$ cat src/sv/tlbp_pkg.sv
package tlbp_pkg;

    localparam int HISTORY_BITS    = 10;
    // history entries must be a power of two: the select is a field of the address
    localparam int HISTORY_ENTRIES = 128;
    localparam int HSEL_W          = $clog2(HISTORY_ENTRIES);
    localparam int PATTERN_ENTRIES = 1 << HISTORY_BITS;
    localparam int CTR_W           = 2;
    localparam int CNT_W           = 32;
    localparam int ADDR_W          = 32;

    localparam logic [CTR_W-1:0] CTR_MAX = CTR_W'(3);
    localparam logic [CTR_W-1:0] CTR_MIN = CTR_W'(0);
    localparam logic [CTR_W-1:0] CTR_WEAK_TAKEN = CTR_W'(2);

    localparam int CLEAR_LEN = (PATTERN_ENTRIES > HISTORY_ENTRIES) ?
                               PATTERN_ENTRIES : HISTORY_ENTRIES;
    localparam int CLR_W     = $clog2(CLEAR_LEN + 1);

    typedef struct packed {
        logic             clr_we;
        logic [CLR_W-1:0] clr_idx;
        logic             accept;
        logic             lookup;
        logic             update;
    } t_cmd;

    typedef struct packed {
        logic out_free;
    } t_sts;

endpackage

$ cat src/sv/tlbp_in_if.sv
interface tlbp_in_if;
    logic                          valid;
    logic                          ready;
    logic [tlbp_pkg::ADDR_W-1:0]   branch_address;
    logic                          taken;

    modport source (output valid, output branch_address, output taken, input ready);
    modport sink   (input valid, input branch_address, input taken, output ready);
endinterface

$ cat src/sv/tlbp_out_if.sv
interface tlbp_out_if;
    logic                         valid;
    logic                         ready;
    logic                         predicted_taken;
    logic                         prediction_correct;
    logic [tlbp_pkg::CNT_W-1:0]   miss_total;
    logic [tlbp_pkg::CNT_W-1:0]   branch_total;

    modport source (output valid, output predicted_taken, output prediction_correct,
                    output miss_total, output branch_total, input ready);
    modport sink   (input valid, input predicted_taken, input prediction_correct,
                    input miss_total, input branch_total, output ready);
endinterface

$ cat src/sv/tlbp_ctrl.sv
module tlbp_ctrl (
    input  logic            i_clk,
    input  logic            i_rst_n,
    input  logic            i_in_valid,
    output logic            o_in_ready,
    input  tlbp_pkg::t_sts  i_sts,
    output tlbp_pkg::t_cmd  o_cmd
);

    typedef enum logic [1:0] {
        S_CLEAR,
        S_IDLE,
        S_LOOKUP,
        S_UPDATE
    } t_state;

    t_state                       r_state, n_state;
    logic [tlbp_pkg::CLR_W-1:0]   r_clr_idx, n_clr_idx;

    always_comb begin
        n_state   = r_state;
        n_clr_idx = r_clr_idx;
        unique case (r_state)
            S_CLEAR: begin
                n_clr_idx = r_clr_idx + 1'b1;
                if (r_clr_idx == tlbp_pkg::CLR_W'(tlbp_pkg::CLEAR_LEN - 1)) begin
                    n_state = S_IDLE;
                end
            end
            S_IDLE: begin
                if (i_in_valid) begin
                    n_state = S_LOOKUP;
                end
            end
            S_LOOKUP: begin
                n_state = S_UPDATE;
            end
            S_UPDATE: begin
                if (i_sts.out_free) begin
                    n_state = S_IDLE;
                end
            end
            default: begin
                n_state = S_CLEAR;
            end
        endcase
    end

    always_ff @(posedge i_clk) begin
        if (!i_rst_n) begin
            r_state   <= S_CLEAR;
            r_clr_idx <= '0;
        end else begin
            r_state   <= n_state;
            r_clr_idx <= n_clr_idx;
        end
    end

    assign o_in_ready     = (r_state == S_IDLE);
    assign o_cmd.clr_we   = (r_state == S_CLEAR);
    assign o_cmd.clr_idx  = r_clr_idx;
    assign o_cmd.accept   = (r_state == S_IDLE) && i_in_valid;
    assign o_cmd.lookup   = (r_state == S_LOOKUP);
    assign o_cmd.update   = (r_state == S_UPDATE) && i_sts.out_free;

endmodule

$ cat src/sv/tlbp_dp.sv
module tlbp_dp (
    input  logic            i_clk,
    input  logic            i_rst_n,
    input  tlbp_pkg::t_cmd  i_cmd,
    output tlbp_pkg::t_sts  o_sts,
    tlbp_in_if.sink         i_br,
    tlbp_out_if.source      o_res
);

    logic [tlbp_pkg::HISTORY_BITS-1:0] hist_mem [tlbp_pkg::HISTORY_ENTRIES];
    logic [tlbp_pkg::CTR_W-1:0]        ctr_mem  [tlbp_pkg::PATTERN_ENTRIES];

    logic [tlbp_pkg::HSEL_W-1:0]       r_hsel;
    logic                              r_taken;
    logic [tlbp_pkg::HISTORY_BITS-1:0] r_hist;
    logic [tlbp_pkg::CTR_W-1:0]        r_ctr;

    logic                              r_out_valid;
    logic                              r_pred;
    logic                              r_ok;
    logic [tlbp_pkg::CNT_W-1:0]        r_miss, r_branch;

    logic                              pred;
    logic                              ok;
    logic [tlbp_pkg::CTR_W-1:0]        n_ctr;
    logic [tlbp_pkg::HISTORY_BITS-1:0] n_hist;
    logic                              hist_clr;

    assign pred     = (r_ctr >= tlbp_pkg::CTR_WEAK_TAKEN);
    assign ok       = (pred == r_taken);
    assign n_hist   = {r_hist[tlbp_pkg::HISTORY_BITS-2:0], r_taken};
    assign hist_clr = i_cmd.clr_we &&
                      (i_cmd.clr_idx < tlbp_pkg::CLR_W'(tlbp_pkg::HISTORY_ENTRIES));

    always_comb begin
        n_ctr = r_ctr;
        if (r_taken) begin
            if (r_ctr != tlbp_pkg::CTR_MAX) begin
                n_ctr = r_ctr + 1'b1;
            end
        end else begin
            if (r_ctr != tlbp_pkg::CTR_MIN) begin
                n_ctr = r_ctr - 1'b1;
            end
        end
    end

    always_ff @(posedge i_clk) begin
        if (hist_clr) begin
            hist_mem[i_cmd.clr_idx[tlbp_pkg::HSEL_W-1:0]] <= '0;
        end else if (i_cmd.update) begin
            hist_mem[r_hsel] <= n_hist;
        end
        if (i_cmd.accept) begin
            r_hist <= hist_mem[i_br.branch_address[tlbp_pkg::HSEL_W+1:2]];
        end
    end

    always_ff @(posedge i_clk) begin
        if (i_cmd.clr_we) begin
            ctr_mem[i_cmd.clr_idx[tlbp_pkg::HISTORY_BITS-1:0]] <= '0;
        end else if (i_cmd.update) begin
            ctr_mem[r_hist] <= n_ctr;
        end
        if (i_cmd.lookup) begin
            r_ctr <= ctr_mem[r_hist];
        end
    end

    always_ff @(posedge i_clk) begin
        if (i_cmd.accept) begin
            r_hsel  <= i_br.branch_address[tlbp_pkg::HSEL_W+1:2];
            r_taken <= i_br.taken;
        end
        if (i_cmd.update) begin
            r_pred <= pred;
            r_ok   <= ok;
        end
    end

    always_ff @(posedge i_clk) begin
        if (!i_rst_n) begin
            r_out_valid <= 1'b0;
            r_miss      <= '0;
            r_branch    <= '0;
        end else begin
            if (i_cmd.update) begin
                r_out_valid <= 1'b1;
                r_branch    <= r_branch + 1'b1;
                if (!ok) begin
                    r_miss <= r_miss + 1'b1;
                end
            end else if (o_res.ready) begin
                r_out_valid <= 1'b0;
            end
        end
    end

    assign o_sts.out_free          = !r_out_valid || o_res.ready;
    assign o_res.valid             = r_out_valid;
    assign o_res.predicted_taken   = r_pred;
    assign o_res.prediction_correct = r_ok;
    assign o_res.miss_total        = r_miss;
    assign o_res.branch_total      = r_branch;

endmodule

$ cat src/sv/two_level_local_branch_predictor_unit.sv
// Two-level local branch predictor: address bits [8:2] pick a 10-bit local
// history, which indexes 1024 two-bit saturating counters; the result gives the
// prediction, whether it was right, and wrapping 32-bit miss and branch counts.
// Each item passes through three steps (accept with history read, counter read,
// update and result load), set by the two dependent registered memory reads; the
// update waits while an earlier result is still held, and no new item is accepted
// until it is done. After reset a clearing pass zeroes both tables, and no item is accepted until it ends.
module two_level_local_branch_predictor_unit (
    input  logic        i_clk,
    input  logic        i_rst_n,
    tlbp_in_if.sink     i_br,
    tlbp_out_if.source  o_res
);

    tlbp_pkg::t_cmd cmd;
    tlbp_pkg::t_sts sts;
    logic           in_ready;

    tlbp_ctrl u_ctrl (
        .i_clk      (i_clk),
        .i_rst_n    (i_rst_n),
        .i_in_valid (i_br.valid),
        .o_in_ready (in_ready),
        .i_sts      (sts),
        .o_cmd      (cmd)
    );

    tlbp_dp u_dp (
        .i_clk   (i_clk),
        .i_rst_n (i_rst_n),
        .i_cmd   (cmd),
        .o_sts   (sts),
        .i_br    (i_br),
        .o_res   (o_res)
    );

    assign i_br.ready = in_ready;

endmodule

$ cat src/flat_wrapper.sv
// flat-port wrapper written by rule: the top's interface ports become plain ports
module two_level_local_branch_predictor_unit_flat 
  (i_clk, i_rst_n, i_br_valid, i_br_branch_address, i_br_taken, i_br_ready, o_res_valid, o_res_predicted_taken, o_res_prediction_correct, o_res_miss_total, o_res_branch_total, o_res_ready);
  tlbp_in_if i_br_i ();
  tlbp_out_if o_res_i ();
  input  logic i_clk;
  input  logic i_rst_n;
  input wire logic [$bits(i_br_i.valid)-1:0] i_br_valid;
  input wire logic [$bits(i_br_i.branch_address)-1:0] i_br_branch_address;
  input wire logic [$bits(i_br_i.taken)-1:0] i_br_taken;
  output wire logic [$bits(i_br_i.ready)-1:0] i_br_ready;
  output wire logic [$bits(o_res_i.valid)-1:0] o_res_valid;
  output wire logic [$bits(o_res_i.predicted_taken)-1:0] o_res_predicted_taken;
  output wire logic [$bits(o_res_i.prediction_correct)-1:0] o_res_prediction_correct;
  output wire logic [$bits(o_res_i.miss_total)-1:0] o_res_miss_total;
  output wire logic [$bits(o_res_i.branch_total)-1:0] o_res_branch_total;
  input wire logic [$bits(o_res_i.ready)-1:0] o_res_ready;
  assign i_br_i.valid = i_br_valid;
  assign i_br_i.branch_address = i_br_branch_address;
  assign i_br_i.taken = i_br_taken;
  assign i_br_ready = i_br_i.ready;
  assign o_res_valid = o_res_i.valid;
  assign o_res_predicted_taken = o_res_i.predicted_taken;
  assign o_res_prediction_correct = o_res_i.prediction_correct;
  assign o_res_miss_total = o_res_i.miss_total;
  assign o_res_branch_total = o_res_i.branch_total;
  assign o_res_i.ready = o_res_ready;
  two_level_local_branch_predictor_unit u_core (.i_clk(i_clk), .i_rst_n(i_rst_n), .i_br(i_br_i), .o_res(o_res_i));
endmodule
$ cat config.mk
export PLATFORM = sky130hd
export DESIGN_NAME = two_level_local_branch_predictor_unit_flat
export DESIGN_NICKNAME = d
export VERILOG_FILES = /design/src/sv/tlbp_pkg.sv /design/src/sv/tlbp_in_if.sv /design/src/sv/tlbp_out_if.sv /design/src/sv/tlbp_ctrl.sv /design/src/sv/tlbp_dp.sv /design/src/sv/two_level_local_branch_predictor_unit.sv /design/src/flat_wrapper.sv
export SDC_FILE = /design/constraint.sdc
export NUM_CORES = 2
export LEC_CHECK = 0
export ABC_AREA = 1
export BUFFER_PORTS_ARGS = -buffer_cell sky130_fd_sc_hd__buf_4
export CELL_PAD_IN_SITES_DETAIL_PLACEMENT = 0
export CELL_PAD_IN_SITES_GLOBAL_PLACEMENT = 1
export CORE_MARGIN = 2
export CORE_UTILIZATION = 50
export DETAILED_ROUTE_END_ITERATION = 8
export GPL_TIMING_DRIVEN = 0
export PLACE_DENSITY_LB_ADDON = 0.1
export REMOVE_ABC_BUFFERS = 1
export SYNTH_ARGS = -nofsm -noshare
export SYNTH_HDL_FRONTEND = slang
export SYNTH_SLANG_ARGS = --single-unit
$ cat constraint.sdc
create_clock -name i_clk -period 50.8 [get_ports i_clk]
set_clock_uncertainty 0.2 [all_clocks]
set_input_delay 7.62 -clock i_clk [delete_from_list [all_inputs] [get_ports i_clk]]
set_output_delay 7.62 -clock i_clk [all_outputs]
set_load 0.02 [all_outputs]
==> qor.csv <==
stage;metric;value;unit
yosys;Async SR Flop Fraction;0;%
job;maxcap violations;2;
global_routing;largest net degree at the start of global routing;207;
sta;Slew HR;-0.103;%
routing;router iterations before antenna repair;6;
routing;# DRC;0;
global_routing;vias in the first global route;93000;
power;power per standard cell area;40.0;nW/um2
die;die area;288000;um2
yosys;post-synthesis sequential area ratio;72.0;%
sta;Final Hold Viols;0;
yosys;dominant synthesized flop cell;edfxtp_1;
yosys;Synth cell types;41;
cells_and_area;most frequent cells in the layout;edfxtp_1, nand2_1, nand3_1;
global_routing;first-pass GRT wire length;595;mm
clock_network;clock buffer depth;4;
clock_network;# H-tree levels;5;
routing;Routed WL;406;mm
placed_design;DP Worst Slack;37.95;ns
clock_network;clk slew on worst S/H paths;0.06;ns
sta;Slew @ Worst Pin;1.50;ns
routing;Routed wire per std cell;25.0;um
global_routing;GR Util All Layers;27.7;%
cells_and_area;Synth-to-Final Area Change;14.1;%
sta;pins over their slew limit;5;
setup_path;Setup crit end kind;flop;
clock_network;CTS Hold Bufs;0;
sta;Final WS setup;38.79;ns
yosys;cells after synthesis;12400;
die;Die Span X;537;um
sta;final setup fails;0;
sta;Peak Freq;83.3;MHz
setup_path;Startpoint Class;input pin;
setup_path;Crit path arrival time;12.34;ns
die;chip height;537;um
sta;Final min period;12.01;ns
outcome;outcome;finished, violations left;
hold_path;worst hold path type;reg -> reg;
global_routing;grt ovf;0;
yosys;synthesized area per cell;11.4;um2
sta;unrepaired setup endpoints after global routing;false;
routing;vias per cell;5.92;
setup_path;CP Max Fanout;24;
cells_and_area;share of post-route cells with drive strength above 1;7.56;%
placed_design;port buffer count;79;
yosys;post-synthesis cell area;142000;um2
sta;Min Hold Slack;0.270;ns
placed_design;GPL Wtd Cong;0.779;
setup_path;Crit Path Class;in -> reg;
clock_network;CTS buffer count;359;
clock_network;CTS root buf;clkbuf_16;
power;worst vdd ir;0.0359;mV
clock_network;Resize count post-CTS;0;
global_routing;initial antenna violation count;7;
sta;period utilization;23.6;%
clock_network;clk sinks;3428;
die;FP Rows;195;
cells_and_area;leading cell type in the layout, fill and taps excluded;edfxtp_1;
routing;DRT iter0 DRCs;9903;
clock_network;TritonCTS clock tree;yes;
sta;setup TNS;0;ns
power;Pwr Total;6.47;mW
yosys;Post-synth EDFFs;3350;
cells_and_area;Final #Nets;12300;
outcome;failing checks;max-capacitance violations, max-slew violations;
power;Lkg Pwr;56.9;nW
clock_network;Skew-Pair Late Insertion Delay;0.94;ns
setup_path;worst endpoint required time;51.13;ns
yosys;Synth warnings;0;
clock_network;postcts setup bufs;0;
routing;Post-DRT Antenna Nets;0;
die;Ports;105;
routing;via count;96100;
yosys;register bit total from synthesis;3428;
die;core area;282000;um2
die;Initial Util;50.2;%
placed_design;Post-DP HPWL;235;mm
==> state kept, by name, summed over array words and instances (netlist names) <==
signal / count
u_core.u_dp.ctr_mem: 2048
u_core.u_dp.hist_mem: 1280
u_core.u_dp.o_res.branch_total: 32
u_core.u_dp.o_res.miss_total: 32
u_core.u_ctrl.r_clr_idx: 11
u_core.u_dp.r_hist: 10
u_core.u_dp.r_hsel: 7
u_core.u_ctrl.r_state: 2
u_core.u_dp.r_ctr: 2
u_core.u_dp.o_res.predicted_taken: 1
u_core.u_dp.o_res.prediction_correct: 1
u_core.u_dp.o_res.valid: 1
u_core.u_dp.r_taken: 1
==> cell type report <==
class / count / area [um2]
clock buffer: 436 / 9410
tap: 3743 / 4680
timing repair buffer: 344 / 7300
multi-input combinational: 7888 / 35400
inverter: 184 / 756
sequential: 3428 / 102000
antenna: 2 / 5.00
clock inverter: 220 / 2110
fill: 23100 / 120000
==> kinds of logic (layout without fill, tap and decap cells) <==
kind of cell | Yosys count | in the layout | synth area share, %
other | 0 | 2 | 0
xor gates and xnor gates | 6 | 6 | 0.0371
AOI/OAI and AO/OA | 1316 | 1316 | 5.20
adders and majority gates | 8 | 8 | 0.0706
DFF | 3428 | 3428 | 72.0
and+or+nand+nor | 6558 | 6558 | 19.4
buffers and inverters | 1130 | 1184 | 3.26
==> stage by stage <==
step	instance area (um2)	cells	utilization (%)
finish	162000	16200	57.3
floorplan	138000	11500	-
detailed placement	150000	15600	53.2
global placement	143000	15300	50.7
global route	162000	16200	57.3
CTS	162000	16200	57.3
==> path summary, 6_finish.rpt <==
kind | start | to | slack (ns) | cells after the start
min | u_core.u_dp.o_res.miss_total[31] | u_core.u_dp.o_res.miss_total[31] | 0.27 | 2
min reg2reg | u_core.u_dp.o_res.miss_total[31] | u_core.u_dp.o_res.miss_total[31] | 0.27 | 2
max reg2reg | u_core.u_dp.r_hist[0] | u_core.u_dp.r_ctr[0] | 44.17 | 23
max | o_res_ready | u_core.u_dp.hist_mem[38][4] | 38.79 | 9
==> metal layers <==
| metal | share of wire [%] | GRT usage (%) |
|---|---|---|
| met4 | 3.5 | 9.29 |
| met3 | 6.6 | 3.69 |
| met1 | 41 | 37.3 |
| met5 | 0.0020 | 0 |
| met2 | 49 | 46.6 |
==> power by group <==
part	switching, mW	internal, mW
combinational	0.541	0.210
clock	1.10	1.49
sequential	0.0109	3.12
total	1.65	4.82
==> Yosys cell counts (8+ instances only) <==
master	count	share of area, %
a21oi_1	50	0.18
and2_1	10	0.044
buf_1	67	0.18
buf_2	284	1.0
clkbuf_1	590	1.6
dfxtp_1	78	1.1
edfxtp_1	3350	71
ha_1	8	0.071
inv_1	161	0.43
inv_2	15	0.040
nand2_1	2239	5.9
nand3_1	2125	7.5
nand4_1	15	0.066
nor2_1	2076	5.5
nor3_1	50	0.18
o211ai_1	48	0.25
o21ai_0	813	2.9
o21ai_1	10	0.035
o221ai_1	56	0.35
o22ai_1	321	1.4
or2_1	12	0.053
or2_2	12	0.053
==> worst max-delay path: stages <==
cell     delay (ns)
buf_4          0.08
inv_2          0.04
a21oi_4        0.40
nand2_2        0.56
o21ai_0        1.00
inv_1          0.22
nor3_1         0.24
nand2_1        0.85
nor2_1         1.28
Note: power is estimated with default switching activity, not from simulation.
